**config.mk**
```make
export PLATFORM = sky130hd
export DESIGN_NAME = postfix_expression_evaluator_top_flat
export DESIGN_NICKNAME = d
export VERILOG_FILES = /design/src/rtl/pfe_pkg.sv /design/src/rtl/pfe_in_if.sv /design/src/rtl/pfe_out_if.sv /design/src/rtl/pfe_ram.sv /design/src/rtl/pfe_front.sv /design/src/rtl/pfe_alu.sv /design/src/rtl/pfe_back.sv /design/src/rtl/postfix_expression_evaluator_top.sv /design/src/flat_wrapper.sv
export SDC_FILE = /design/constraint.sdc
export NUM_CORES = 2
export LEC_CHECK = 0
export ABC_AREA = 0
export BUFFER_PORTS_ARGS = -buffer_cell sky130_fd_sc_hd__buf_4
export CAP_MARGIN = 20
export CORE_MARGIN = 2
export CORE_UTILIZATION = 57
export CTS_BUF_LIST = sky130_fd_sc_hd__clkbuf_16
export DETAILED_ROUTE_END_ITERATION = 7
export GPL_ROUTABILITY_DRIVEN = 0
export GPL_TIMING_DRIVEN = 1
export HOLD_SLACK_MARGIN = 0.08
export PLACE_DENSITY = 0.76
export SYNTH_ARGS = -nofsm -noshare
export SYNTH_HDL_FRONTEND = slang
export SYNTH_SLANG_ARGS = --single-unit
```
**constraint.sdc**
```tcl
create_clock -name clk_i -period 7.5 [get_ports clk_i]
set_input_delay 0.75 -clock clk_i [delete_from_list [all_inputs] [get_ports clk_i]]
set_output_delay 0.75 -clock clk_i [all_outputs]
set_load 0.05 [all_outputs]
```
**src/rtl/pfe_pkg.sv**
```systemverilog
`timescale 1ns / 1ps
// ----------------------------------------------------------------------------
// pfe_pkg: shared definitions of the postfix expression evaluator
// Character codes, operation codes, the queue entry and ALU request types
// and the defaults of the top-level parameters.
// ----------------------------------------------------------------------------
package pfe_pkg;

  localparam int unsigned STACK_DEPTH_DEF = 64;
  localparam int unsigned VALUE_WIDTH_DEF = 32;

  localparam int unsigned SYMBOL_W = 8;
  localparam int unsigned RESULT_W = 32;
  localparam int unsigned DIGIT_W  = 4;

  localparam logic [SYMBOL_W-1:0] CH_DOLLAR = 8'h24;
  localparam logic [SYMBOL_W-1:0] CH_ZERO   = 8'h30;
  localparam logic [SYMBOL_W-1:0] CH_NINE   = 8'h39;
  localparam logic [SYMBOL_W-1:0] CH_PLUS   = 8'h2B;
  localparam logic [SYMBOL_W-1:0] CH_MINUS  = 8'h2D;
  localparam logic [SYMBOL_W-1:0] CH_STAR   = 8'h2A;
  localparam logic [SYMBOL_W-1:0] CH_SLASH  = 8'h2F;

  typedef enum logic [2:0] {
    OP_PUSH,
    OP_ADD,
    OP_SUB,
    OP_MUL,
    OP_DIV,
    OP_DROP,
    OP_END
  } op_e;

  typedef struct packed {
    op_e                op;
    logic [DIGIT_W-1:0] digit;
  } pfe_op_t;

  typedef struct packed {
    logic start;
    logic is_div;
  } pfe_alu_req_t;

endpackage

```
**src/rtl/pfe_in_if.sv**
```systemverilog
`timescale 1ns / 1ps
// ----------------------------------------------------------------------------
// pfe_in_if: input channel of the postfix expression evaluator
// One expression character or an end marker per item.
// ----------------------------------------------------------------------------
interface pfe_in_if import pfe_pkg::*; ();
  logic                valid;
  logic                ready;
  logic [SYMBOL_W-1:0] symbol;
  logic                end_of_expression;

  modport source (output valid, symbol, end_of_expression, input ready);
  modport sink   (input valid, symbol, end_of_expression, output ready);
endinterface

```
**src/rtl/pfe_out_if.sv**
```systemverilog
`timescale 1ns / 1ps
// ----------------------------------------------------------------------------
// pfe_out_if: result channel of the postfix expression evaluator
// One final value with its sticky error flags per item.
// ----------------------------------------------------------------------------
interface pfe_out_if import pfe_pkg::*; ();
  logic                       valid;
  logic                       ready;
  logic signed [RESULT_W-1:0] value;
  logic                       underflow;
  logic                       overflow;
  logic                       divide_by_zero;

  modport source (output valid, value, underflow, overflow, divide_by_zero, input ready);
  modport sink   (input valid, value, underflow, overflow, divide_by_zero, output ready);
endinterface

```
**src/rtl/pfe_ram.sv**
```systemverilog
`timescale 1ns / 1ps
// ----------------------------------------------------------------------------
// pfe_ram: generic single-port-write, single-port-read RAM
// One write and one read per cycle, read data registered.
// ----------------------------------------------------------------------------
module pfe_ram #(
  parameter int unsigned WIDTH = 32,
  parameter int unsigned DEPTH = 64,
  localparam int unsigned AW   = (DEPTH > 1) ? $clog2(DEPTH) : 1
) (
  input  logic             clk_i,
  input  logic             we_i,
  input  logic [AW-1:0]    waddr_i,
  input  logic [WIDTH-1:0] wdata_i,
  input  logic [AW-1:0]    raddr_i,
  output logic [WIDTH-1:0] rdata_o
);

  logic [WIDTH-1:0] mem [DEPTH];
  logic [WIDTH-1:0] rdata_q;

  always_ff @(posedge clk_i) begin
    if (we_i) begin
      mem[waddr_i] <= wdata_i;
    end
    rdata_q <= mem[raddr_i];
  end

  assign rdata_o = rdata_q;

endmodule

```
**src/rtl/pfe_front.sv**
```systemverilog
`timescale 1ns / 1ps
// ----------------------------------------------------------------------------
// pfe_front: input decoder and operation queue
// Classifies each character into an operation and holds up to two decoded
// items for the execution side.
// ----------------------------------------------------------------------------
module pfe_front import pfe_pkg::*; (
  input  logic          clk_i,
  input  logic          rst_ni,
  pfe_in_if.sink        in_i,
  output logic          q_valid_o,
  input  logic          q_ready_i,
  output pfe_op_t       q_op_o
);

  pfe_op_t    entry_q [2];
  logic       wr_q, wr_d;
  logic       rd_q, rd_d;
  logic [1:0] count_q, count_d;
  pfe_op_t    dec;
  logic [SYMBOL_W-1:0] offset;
  logic       push, pop;

  always_comb begin
    offset    = in_i.symbol - CH_ZERO;
    dec.digit = offset[DIGIT_W-1:0];
    if (in_i.end_of_expression) begin
      dec.op = OP_END;
    end else if (in_i.symbol >= CH_ZERO && in_i.symbol <= CH_NINE) begin
      dec.op = OP_PUSH;
    end else begin
      case (in_i.symbol)
        CH_PLUS:  dec.op = OP_ADD;
        CH_MINUS: dec.op = OP_SUB;
        CH_STAR:  dec.op = OP_MUL;
        CH_SLASH: dec.op = OP_DIV;
        default:  dec.op = OP_DROP;
      endcase
    end
  end

  assign in_i.ready = (count_q != 2'd2);
  assign push       = in_i.valid && in_i.ready;
  assign q_valid_o  = (count_q != 2'd0);
  assign pop        = q_valid_o && q_ready_i;
  assign q_op_o     = entry_q[rd_q];

  always_comb begin
    wr_d    = push ? ~wr_q : wr_q;
    rd_d    = pop  ? ~rd_q : rd_q;
    count_d = count_q + {1'b0, push} - {1'b0, pop};
  end

  always_ff @(posedge clk_i or negedge rst_ni) begin
    if (!rst_ni) begin
      wr_q    <= 1'b0;
      rd_q    <= 1'b0;
      count_q <= 2'd0;
    end else begin
      wr_q    <= wr_d;
      rd_q    <= rd_d;
      count_q <= count_d;
    end
  end

  always_ff @(posedge clk_i) begin
    if (push) begin
      entry_q[wr_q] <= dec;
    end
  end

endmodule

```
**src/rtl/pfe_alu.sv**
```systemverilog
`timescale 1ns / 1ps
// ----------------------------------------------------------------------------
// pfe_alu: iterative multiply and signed divide unit
// Shift-and-add multiply and restoring divide on magnitudes, one bit per
// cycle, with a final state that fixes up the quotient sign.
// ----------------------------------------------------------------------------
module pfe_alu import pfe_pkg::*; #(
  parameter int unsigned VALUE_WIDTH = VALUE_WIDTH_DEF
) (
  input  logic                   clk_i,
  input  logic                   rst_ni,
  input  pfe_alu_req_t           req_i,
  input  logic [VALUE_WIDTH-1:0] a_i,
  input  logic [VALUE_WIDTH-1:0] b_i,
  output logic                   done_o,
  output logic [VALUE_WIDTH-1:0] result_o
);

  localparam int unsigned VW = VALUE_WIDTH;
  localparam int unsigned CW = $clog2(VW);

  typedef enum logic [1:0] {
    AL_IDLE,
    AL_RUN,
    AL_FIX
  } alu_state_e;

  alu_state_e     state_q, state_d;
  logic [VW-1:0]  x_q, x_d;
  logic [VW-1:0]  y_q, y_d;
  logic [VW-1:0]  acc_q, acc_d;
  logic [VW-1:0]  rem_q, rem_d;
  logic [CW-1:0]  cnt_q, cnt_d;
  logic           div_q, div_d;
  logic           neg_q, neg_d;
  logic           done_q, done_d;
  logic [VW-1:0]  result_q, result_d;
  logic [VW:0]    trial;
  logic [VW:0]    diff;

  always_comb begin
    state_d  = state_q;
    x_d      = x_q;
    y_d      = y_q;
    acc_d    = acc_q;
    rem_d    = rem_q;
    cnt_d    = cnt_q;
    div_d    = div_q;
    neg_d    = neg_q;
    done_d   = 1'b0;
    result_d = result_q;
    trial    = {rem_q, x_q[VW-1]};
    diff     = trial - {1'b0, y_q};

    case (state_q)
      AL_IDLE: begin
        if (req_i.start) begin
          div_d   = req_i.is_div;
          cnt_d   = '0;
          acc_d   = '0;
          rem_d   = '0;
          neg_d   = a_i[VW-1] ^ b_i[VW-1];
          state_d = AL_RUN;
          if (req_i.is_div) begin
            x_d = a_i[VW-1] ? (~a_i + 1'b1) : a_i;
            y_d = b_i[VW-1] ? (~b_i + 1'b1) : b_i;
          end else begin
            x_d = a_i;
            y_d = b_i;
          end
        end
      end
      AL_RUN: begin
        if (div_q) begin
          // The quotient bits shift into x as the dividend bits shift out.
          if (!diff[VW]) begin
            rem_d = diff[VW-1:0];
            x_d   = {x_q[VW-2:0], 1'b1};
          end else begin
            rem_d = trial[VW-1:0];
            x_d   = {x_q[VW-2:0], 1'b0};
          end
        end else begin
          if (y_q[0]) begin
            acc_d = acc_q + x_q;
          end
          x_d = {x_q[VW-2:0], 1'b0};
          y_d = {1'b0, y_q[VW-1:1]};
        end
        if (cnt_q == CW'(VW - 1)) begin
          state_d = AL_FIX;
        end else begin
          cnt_d = cnt_q + 1'b1;
        end
      end
      AL_FIX: begin
        if (div_q) begin
          result_d = neg_q ? (~x_q + 1'b1) : x_q;
        end else begin
          result_d = acc_q;
        end
        done_d  = 1'b1;
        state_d = AL_IDLE;
      end
      default: state_d = AL_IDLE;
    endcase
  end

  always_ff @(posedge clk_i or negedge rst_ni) begin
    if (!rst_ni) begin
      state_q  <= AL_IDLE;
      x_q      <= '0;
      y_q      <= '0;
      acc_q    <= '0;
      rem_q    <= '0;
      cnt_q    <= '0;
      div_q    <= 1'b0;
      neg_q    <= 1'b0;
      done_q   <= 1'b0;
      result_q <= '0;
    end else begin
      state_q  <= state_d;
      x_q      <= x_d;
      y_q      <= y_d;
      acc_q    <= acc_d;
      rem_q    <= rem_d;
      cnt_q    <= cnt_d;
      div_q    <= div_d;
      neg_q    <= neg_d;
      done_q   <= done_d;
      result_q <= result_d;
    end
  end

  assign done_o   = done_q;
  assign result_o = result_q;

endmodule

```
**src/rtl/pfe_back.sv**
```systemverilog
`timescale 1ns / 1ps
// ----------------------------------------------------------------------------
// pfe_back: stack sequencer and result register
// Pops operands from the stack RAM, runs the operation, pushes the result
// and presents the final value of each expression.
// ----------------------------------------------------------------------------
module pfe_back import pfe_pkg::*; #(
  parameter int unsigned STACK_DEPTH = STACK_DEPTH_DEF,
  parameter int unsigned VALUE_WIDTH = VALUE_WIDTH_DEF
) (
  input  logic     clk_i,
  input  logic     rst_ni,
  input  logic     q_valid_i,
  output logic     q_ready_o,
  input  pfe_op_t  q_op_i,
  pfe_out_if.source out_o
);

  localparam int unsigned VW    = VALUE_WIDTH;
  localparam int unsigned AW    = (STACK_DEPTH > 1) ? $clog2(STACK_DEPTH) : 1;
  localparam int unsigned SPW   = $clog2(STACK_DEPTH + 1);
  localparam int unsigned EXT_W = 64;

  typedef enum logic [2:0] {
    ST_IDLE,
    ST_POP_B,
    ST_WAIT_B,
    ST_POP_A,
    ST_WAIT_A,
    ST_EXEC,
    ST_ALU,
    ST_EMIT
  } back_state_e;

  back_state_e         state_q, state_d;
  op_e                 op_q, op_d;
  logic [SPW-1:0]      sp_q, sp_d;
  logic                under_q, under_d;
  logic                over_q, over_d;
  logic                dz_q, dz_d;
  logic [VW-1:0]       a_q, a_d;
  logic [VW-1:0]       b_q, b_d;
  logic                out_valid_q, out_valid_d;
  logic [RESULT_W-1:0] out_value_q, out_value_d;
  logic                out_uf_q, out_uf_d;
  logic                out_of_q, out_of_d;
  logic                out_dz_q, out_dz_d;

  logic                ram_we;
  logic [VW-1:0]       ram_wdata;
  logic [VW-1:0]       ram_rdata;
  logic [SPW-1:0]      sp_dec;
  logic                full, empty;
  logic                push_req;
  logic [VW-1:0]       push_val;
  pfe_alu_req_t        alu_req;
  logic                alu_done;
  logic [VW-1:0]       alu_result;
  logic [EXT_W-1:0]    ext;
  logic [VW-1:0]       empty_mark;

  assign full       = (sp_q == SPW'(STACK_DEPTH));
  assign empty      = (sp_q == '0);
  assign sp_dec     = sp_q - 1'b1;
  assign empty_mark = VW'(CH_DOLLAR);
  assign ext        = EXT_W'(signed'(b_q));

  pfe_ram #(
    .WIDTH (VW),
    .DEPTH (STACK_DEPTH)
  ) u_stack (
    .clk_i   (clk_i),
    .we_i    (ram_we),
    .waddr_i (sp_q[AW-1:0]),
    .wdata_i (ram_wdata),
    .raddr_i (sp_dec[AW-1:0]),
    .rdata_o (ram_rdata)
  );

  pfe_alu #(
    .VALUE_WIDTH (VW)
  ) u_alu (
    .clk_i    (clk_i),
    .rst_ni   (rst_ni),
    .req_i    (alu_req),
    .a_i      (a_q),
    .b_i      (b_q),
    .done_o   (alu_done),
    .result_o (alu_result)
  );

  always_comb begin
    state_d     = state_q;
    op_d        = op_q;
    sp_d        = sp_q;
    under_d     = under_q;
    over_d      = over_q;
    dz_d        = dz_q;
    a_d         = a_q;
    b_d         = b_q;
    out_valid_d = out_valid_q;
    out_value_d = out_value_q;
    out_uf_d    = out_uf_q;
    out_of_d    = out_of_q;
    out_dz_d    = out_dz_q;
    q_ready_o   = 1'b0;
    push_req    = 1'b0;
    push_val    = '0;
    alu_req     = '0;
    ram_we      = 1'b0;
    ram_wdata   = '0;

    if (out_valid_q && out_o.ready) begin
      out_valid_d = 1'b0;
    end

    case (state_q)
      ST_IDLE: begin
        if (q_valid_i) begin
          q_ready_o = 1'b1;
          op_d      = q_op_i.op;
          if (q_op_i.op == OP_PUSH) begin
            push_req = 1'b1;
            push_val = VW'(q_op_i.digit);
          end else begin
            state_d = ST_POP_B;
          end
        end
      end
      ST_POP_B: begin
        if (empty) begin
          under_d = 1'b1;
          b_d     = empty_mark;
          state_d = (op_q == OP_END) ? ST_EMIT : ST_POP_A;
        end else begin
          sp_d    = sp_dec;
          state_d = ST_WAIT_B;
        end
      end
      ST_WAIT_B: begin
        b_d     = ram_rdata;
        state_d = (op_q == OP_END) ? ST_EMIT : ST_POP_A;
      end
      ST_POP_A: begin
        if (empty) begin
          under_d = 1'b1;
          a_d     = empty_mark;
          state_d = ST_EXEC;
        end else begin
          sp_d    = sp_dec;
          state_d = ST_WAIT_A;
        end
      end
      ST_WAIT_A: begin
        a_d     = ram_rdata;
        state_d = ST_EXEC;
      end
      ST_EXEC: begin
        state_d = ST_IDLE;
        case (op_q)
          OP_ADD: begin
            push_req = 1'b1;
            push_val = a_q + b_q;
          end
          OP_SUB: begin
            push_req = 1'b1;
            push_val = a_q - b_q;
          end
          OP_MUL: begin
            alu_req.start = 1'b1;
            state_d       = ST_ALU;
          end
          OP_DIV: begin
            if (b_q == '0) begin
              dz_d     = 1'b1;
              push_req = 1'b1;
            end else begin
              alu_req.start  = 1'b1;
              alu_req.is_div = 1'b1;
              state_d        = ST_ALU;
            end
          end
          default: ;
        endcase
      end
      ST_ALU: begin
        if (alu_done) begin
          push_req = 1'b1;
          push_val = alu_result;
          state_d  = ST_IDLE;
        end
      end
      ST_EMIT: begin
        // The flags already include an underflow of the final pop.
        if (!out_valid_q || out_o.ready) begin
          out_valid_d = 1'b1;
          out_value_d = ext[RESULT_W-1:0];
          out_uf_d    = under_q;
          out_of_d    = over_q;
          out_dz_d    = dz_q;
          sp_d        = '0;
          under_d     = 1'b0;
          over_d      = 1'b0;
          dz_d        = 1'b0;
          state_d     = ST_IDLE;
        end
      end
      default: state_d = ST_IDLE;
    endcase

    if (push_req) begin
      if (full) begin
        over_d = 1'b1;
      end else begin
        ram_we    = 1'b1;
        ram_wdata = push_val;
        sp_d      = sp_q + 1'b1;
      end
    end
  end

  always_ff @(posedge clk_i or negedge rst_ni) begin
    if (!rst_ni) begin
      state_q     <= ST_IDLE;
      op_q        <= OP_PUSH;
      sp_q        <= '0;
      under_q     <= 1'b0;
      over_q      <= 1'b0;
      dz_q        <= 1'b0;
      a_q         <= '0;
      b_q         <= '0;
      out_valid_q <= 1'b0;
      out_value_q <= '0;
      out_uf_q    <= 1'b0;
      out_of_q    <= 1'b0;
      out_dz_q    <= 1'b0;
    end else begin
      state_q     <= state_d;
      op_q        <= op_d;
      sp_q        <= sp_d;
      under_q     <= under_d;
      over_q      <= over_d;
      dz_q        <= dz_d;
      a_q         <= a_d;
      b_q         <= b_d;
      out_valid_q <= out_valid_d;
      out_value_q <= out_value_d;
      out_uf_q    <= out_uf_d;
      out_of_q    <= out_of_d;
      out_dz_q    <= out_dz_d;
    end
  end

  assign out_o.valid          = out_valid_q;
  assign out_o.value          = signed'(out_value_q);
  assign out_o.underflow      = out_uf_q;
  assign out_o.overflow       = out_of_q;
  assign out_o.divide_by_zero = out_dz_q;

endmodule

```
**src/rtl/postfix_expression_evaluator_top.sv**
```systemverilog
`timescale 1ns / 1ps
// ----------------------------------------------------------------------------
// postfix_expression_evaluator_top: postfix expression evaluation stack
// Evaluates postfix expressions one character per item on an operand stack
// and reports the final value with sticky error flags.
// ----------------------------------------------------------------------------
//  Channel  Dir  Payload                                        Item
//  in_i     in   symbol[7:0], end_of_expression                 one character
//  out_o    out  value[31:0] signed, underflow, overflow,       one per end item
//                divide_by_zero
//
//  A digit is pushed straight from idle; add, subtract and other characters
//  pop each operand through a pop state and a wait state for the registered
//  stack RAM read, then execute. Multiply and divide then wait for the
//  one-bit-per-cycle multiply/divide unit; a zero divisor skips the unit.
//  An end item pops the top value and waits for a free result register.
//  Reset clears the stack pointer and flags at once; there is no clearing pass.
//  A two-item queue lets input continue while the sequencer or a waiting
//  result stalls; the result register holds until taken.
// ----------------------------------------------------------------------------
module postfix_expression_evaluator_top import pfe_pkg::*; #(
  parameter int unsigned STACK_DEPTH = STACK_DEPTH_DEF,
  parameter int unsigned VALUE_WIDTH = VALUE_WIDTH_DEF
) (
  input  logic      clk_i,
  input  logic      rst_ni,
  pfe_in_if.sink    in_i,
  pfe_out_if.source out_o
);

  logic    q_valid;
  logic    q_ready;
  pfe_op_t q_op;

  pfe_front u_front (
    .clk_i     (clk_i),
    .rst_ni    (rst_ni),
    .in_i      (in_i),
    .q_valid_o (q_valid),
    .q_ready_i (q_ready),
    .q_op_o    (q_op)
  );

  pfe_back #(
    .STACK_DEPTH (STACK_DEPTH),
    .VALUE_WIDTH (VALUE_WIDTH)
  ) u_back (
    .clk_i     (clk_i),
    .rst_ni    (rst_ni),
    .q_valid_i (q_valid),
    .q_ready_o (q_ready),
    .q_op_i    (q_op),
    .out_o     (out_o)
  );

endmodule

```
**src/flat_wrapper.sv**
```systemverilog
// flat-port wrapper written by rule: the top's interface ports become plain ports
module postfix_expression_evaluator_top_flat import pfe_pkg::*;
#(
  parameter int unsigned STACK_DEPTH = STACK_DEPTH_DEF,
  parameter int unsigned VALUE_WIDTH = VALUE_WIDTH_DEF
)
  (clk_i, rst_ni, in_i_valid, in_i_symbol, in_i_end_of_expression, in_i_ready, out_o_valid, out_o_value, out_o_underflow, out_o_overflow, out_o_divide_by_zero, out_o_ready);
  pfe_in_if in_i_i ();
  pfe_out_if out_o_i ();
  input  logic clk_i;
  input  logic rst_ni;
  input wire logic [$bits(in_i_i.valid)-1:0] in_i_valid;
  input wire logic [$bits(in_i_i.symbol)-1:0] in_i_symbol;
  input wire logic [$bits(in_i_i.end_of_expression)-1:0] in_i_end_of_expression;
  output wire logic [$bits(in_i_i.ready)-1:0] in_i_ready;
  output wire logic [$bits(out_o_i.valid)-1:0] out_o_valid;
  output wire logic [$bits(out_o_i.value)-1:0] out_o_value;
  output wire logic [$bits(out_o_i.underflow)-1:0] out_o_underflow;
  output wire logic [$bits(out_o_i.overflow)-1:0] out_o_overflow;
  output wire logic [$bits(out_o_i.divide_by_zero)-1:0] out_o_divide_by_zero;
  input wire logic [$bits(out_o_i.ready)-1:0] out_o_ready;
  assign in_i_i.valid = in_i_valid;
  assign in_i_i.symbol = in_i_symbol;
  assign in_i_i.end_of_expression = in_i_end_of_expression;
  assign in_i_ready = in_i_i.ready;
  assign out_o_valid = out_o_i.valid;
  assign out_o_value = out_o_i.value;
  assign out_o_underflow = out_o_i.underflow;
  assign out_o_overflow = out_o_i.overflow;
  assign out_o_divide_by_zero = out_o_i.divide_by_zero;
  assign out_o_i.ready = out_o_ready;
  postfix_expression_evaluator_top #(.STACK_DEPTH(STACK_DEPTH), .VALUE_WIDTH(VALUE_WIDTH)) u_core (.clk_i(clk_i), .rst_ni(rst_ni), .in_i(in_i_i), .out_o(out_o_i));
endmodule
```
==> flow_summary_export.csv <==
group,metric,value,unit
worst_setup_path,worstPathCellList,"nor4_1 -> nand3_1 -> nor4_1 -> a211o_1 -> nand2_2 -> nor2_1 -> nand3_1 -> nor2_4",
placement,dp_hpwl,154200,µm
placement,postPlaceCellArea,0.1028,mm²
global_route,grt_first_pass_wirelength,379600,µm
yosys,syn-num-nets,5431,
clock_network,cts.sinks,2384,
sta,finalCriticalPeriod,6.036,ns
worst_setup_path,r2r_start,"u_core.u_back.b_q[4]",
floorplan,core,0.1719,mm²
yosys,synth_area,0.09872,mm²
yosys,synth_ff_type,"edfxtp_1",
global_route,grt_max_degree,126,
min_path,min_path_type,"in2reg",
worst_setup_path,critPathArrivalTime,6.50,ns
yosys,synth_top_area_cell,"edfxtp_1",
pwr,total_power,44360,µW
worst_setup_path,cpLargestDelayFamily,"simple AND/OR/NAND/NOR gates",
pwr,power_frac_clock,0.252,
global_route,overflow,0,
pwr,sw_frac_of_total,0.3632,
yosys,synth_edf_count,2062,
worst_setup_path,cp-startpoint,"u_core.u_back.b_q[4]",
worst_setup_path,path_buf_inv,0,
clock_network,h-tree-depth,4,
pwr,powerDensity,402.0,mW/mm²
yosys,avgSynthCellArea,18.59,µm²
global_route,antenna_found_initial,19,
layout,drive_gt1_frac,0.2400,
floorplan,start_util,0.5742,
pwr,max-vdd-ir-drop,0.5104,mV
clock_network,clockBufferDepth,3,
clock_network,clkTransAtPathRegs,0.06,ns
floorplan,die_area,0.1765,mm²
clock_network,clock-root-buffer,"clkbuf_16",
worst_setup_path,worstSetupPathType,"reg2reg",
worst_setup_path,cp-start-kind,"flip-flop",
sta,finalCritPeriodShare,0.8048,
yosys,ys_warn_count,0,
clock_network,cts_inserted_buffers,224,
pwr,pwr-share-seq,0.368,
clock_network,cts_setup_buffers,0,
layout,area_growth,11.77,%
sta,holdWs,0.1644,ns
clock_network,cts_tree,"done",
drt,antenna_left,0,
floorplan,io_pins,50,
placement,port_buffers,49,
drt,drt-vias-per-instance,6.808,
layout,fin_util,0.6418,
global_route,grt_pass1_vias,53200,
layout,final_area,0.1103,mm²
floorplan,die_x,420.2,µm
clock_network,insertion_delay,0.90,ns
yosys,synthDistinctLibCells,86,
worst_setup_path,cp_slowest_cell,"nor2_4",
flow_run,drv_cap,0,
sta,finalSetupTns,0,ns
worst_setup_path,cp_max_fo,32,
pwr,power_leakage,0.03968,µW
yosys,synthCells,5311,
sta,clock.fmax,165.7,MHz
pwr,switchingPower,16110,µW
yosys,ys_top_cells_by_area,"edfxtp_1, mux4_2, dfrtp_1",
worst_setup_path,required,7.96,ns
global_route,grt_use_total,0.3016,
yosys,synth-seq-area-share,0.7072,
sta,hold_viol,0,
yosys,synth-seq-cells,2384,
sta,setup_viol,0,
worst_setup_path,ff2ff_path_depth,8,
drt,dr.pass1.iters,6,
yosys,synthArstFlopShare,0.1216,
drt,first_iter_violations,7862,
yosys,synth_top_area_frac,0.6272,
drt,wire_per_inst,33.31,µm
pwr,pwr-share-comb,0.379,
worst_setup_path,max_stage_delay,1.24,ns
worst_setup_path,cp.depth,8,
sta,skew,0.08869,ns
sta,drv_slew,0,
drt,routed_wl,264200,µm
worst_setup_path,endpoint_kind,"flip-flop",
floorplan,dieHeight,420.2,µm
sta,worstMarginPinSlew,1.170,ns
floorplan,row_count,152,
pwr,p_int,28250,µW
status,status,"finished, final reports clean",
sta,rsz0062_at_grt,"no",
drt,via_count,54010,
min_path,hold_start,"in_i_symbol[0]",
min_path,worstHoldPathCells,1,
drt,post-route-drc-count,0,
sta,relSlewSlack,0.2175,
layout,nets,5547,
cells by family after synthesis:
group / Yosys count / synth area share
buf+inv: 364 / 0.01440
simple gates: 755 / 0.03646
fa+ha+maj: 107 / 0.01379
flops: 2384 / 0.7072
mux: 755 / 0.1622
compound gates: 748 / 0.04834
xor+xnor: 198 / 0.01757
cells in the final DEF, fill, tap and decap left out, types with 33 or more instances in the layout:
| master | instances |
|---|---|
| ha_1 | 103 |
| a22oi_1 | 39 |
| a22o_1 | 59 |
| nand3_1 | 66 |
| buf_4 | 151 |
| nor2_4 | 79 |
| mux2_2 | 40 |
| a21oi_1 | 104 |
| clkbuf_16 | 226 |
| mux2i_1 | 43 |
| o21ai_0 | 262 |
| a21o_1 | 60 |
| xor2_1 | 117 |
| clkinv_1 | 53 |
| mux4_2 | 672 |
| clkinv_2 | 41 |
| nor2_1 | 114 |
| o31ai_1 | 34 |
| dfrtp_1 | 288 |
| inv_1 | 125 |
| o211ai_1 | 33 |
| edfxtp_1 | 2062 |
| xnor2_1 | 76 |
| nand2_1 | 256 |
worst paths after layout:
check	endpoint	slack, ns
min reg2reg	u_core.u_back.under_q	0.48
min in group asynchronous	u_core.u_back.u_alu.acc_q[28]	0.59
max	u_core.u_back.u_stack.mem[34][20]	1.46
max in group asynchronous	u_core.u_back.out_o.value[0]	5.51
min	u_core.u_front.entry_q[1][0]	0.16
max reg2reg	u_core.u_back.u_stack.mem[34][20]	1.46
state kept, by name, summed over array words and instances, names as in the netlist, 2 cells and up:
register                       flops
u_core.u_front.entry_q            14
u_core.u_back.sp_q                 7
u_core.u_front.count_q             2
u_core.u_back.u_alu.cnt_q          5
u_core.u_back.b_q                 32
u_core.u_back.op_q                 3
u_core.u_back.u_alu.result_o      32
u_core.u_back.a_q                 32
u_core.u_back.u_alu.acc_q         32
u_core.u_back.u_alu.y_q           32
u_core.u_back.u_alu.state_q        2
u_core.u_back.u_stack.mem       2048
u_core.u_back.u_alu.x_q           32
u_core.u_back.out_o.value         32
u_core.u_back.state_q              3
u_core.u_back.u_alu.rem_q         32
u_core.u_back.u_stack.rdata_o     32
power groups by stage:
| stage | Sequential [µW] | Clock [µW] | Combinational (µW) |
|---|---|---|---|
| 2_1_floorplan | 16300 | 0 | 11500 |
| 3_3_place_gp | 16500 | 0 | 16200 |
| 3_5_place_dp | 16500 | 0 | 16400 |
| 4_1_cts | 16300 | 11300 | 16700 |
| 5_1_grt | 16400 | 11800 | 17800 |
| 6_report | 16300 | 11200 | 16800 |
Yosys cell counts, drive strengths merged, types with 67 or more instances:
master  number
nand3       67
xnor2       79
mux4       672
nor2       195
ha         104
xor2       119
o21ai      298
edfxtp    2062
a21oi      107
inv         70
buf         80
nand2      261
clkbuf     214
dfrtp      290
cell type report:
class | instances | area, µm²
sequential | 2384 | 69820
fill | 11180 | 61580
multi-input combinational | 2563 | 28340
clock buffer | 226 | 5655
tap | 2310 | 2890
timing repair buffer | 184 | 1809
clock inverter | 193 | 1554
inverter | 70 | 262.8
antenna | 3 | 7.507
metal layers:
metal  wire [µm]  part of all wire  vias to the layer above  track usage
li1            -                 -                    21790            -
met3       26040             0.099                      592      0.06095
met1       94530              0.36                    27970       0.3996
met5         142           0.00054                        -            0
met4       12430             0.047                       20       0.1301
met2      131100              0.50                     3633       0.4914
metrics by stage:
step	worst slack (ns)	cells
finish	1.464	7933
floorplan	0.3574	5311
global placement	1.866	7491
CTS	1.570	7916
detailed placement	1.691	7496
global route	1.230	7932
worst register-to-register path, cell delays in order (launching register included):
cell     delay [ns]
dfrtp_1        0.45
nor4_1         0.69
nand3_1        0.47
nor4_1         0.50
a211o_1        0.34
nand2_2        0.60
nor2_1         0.50
nand3_1        0.86
nor2_4         1.25
what timing repair did:
action | 4_1_cts | 5_1_grt
hold buffers | 1 | 0
resized for setup | 0 | 0
endpoints found under the hold margin | 112 | 0
No activity file was read; power rests on OpenSTA's default activity.
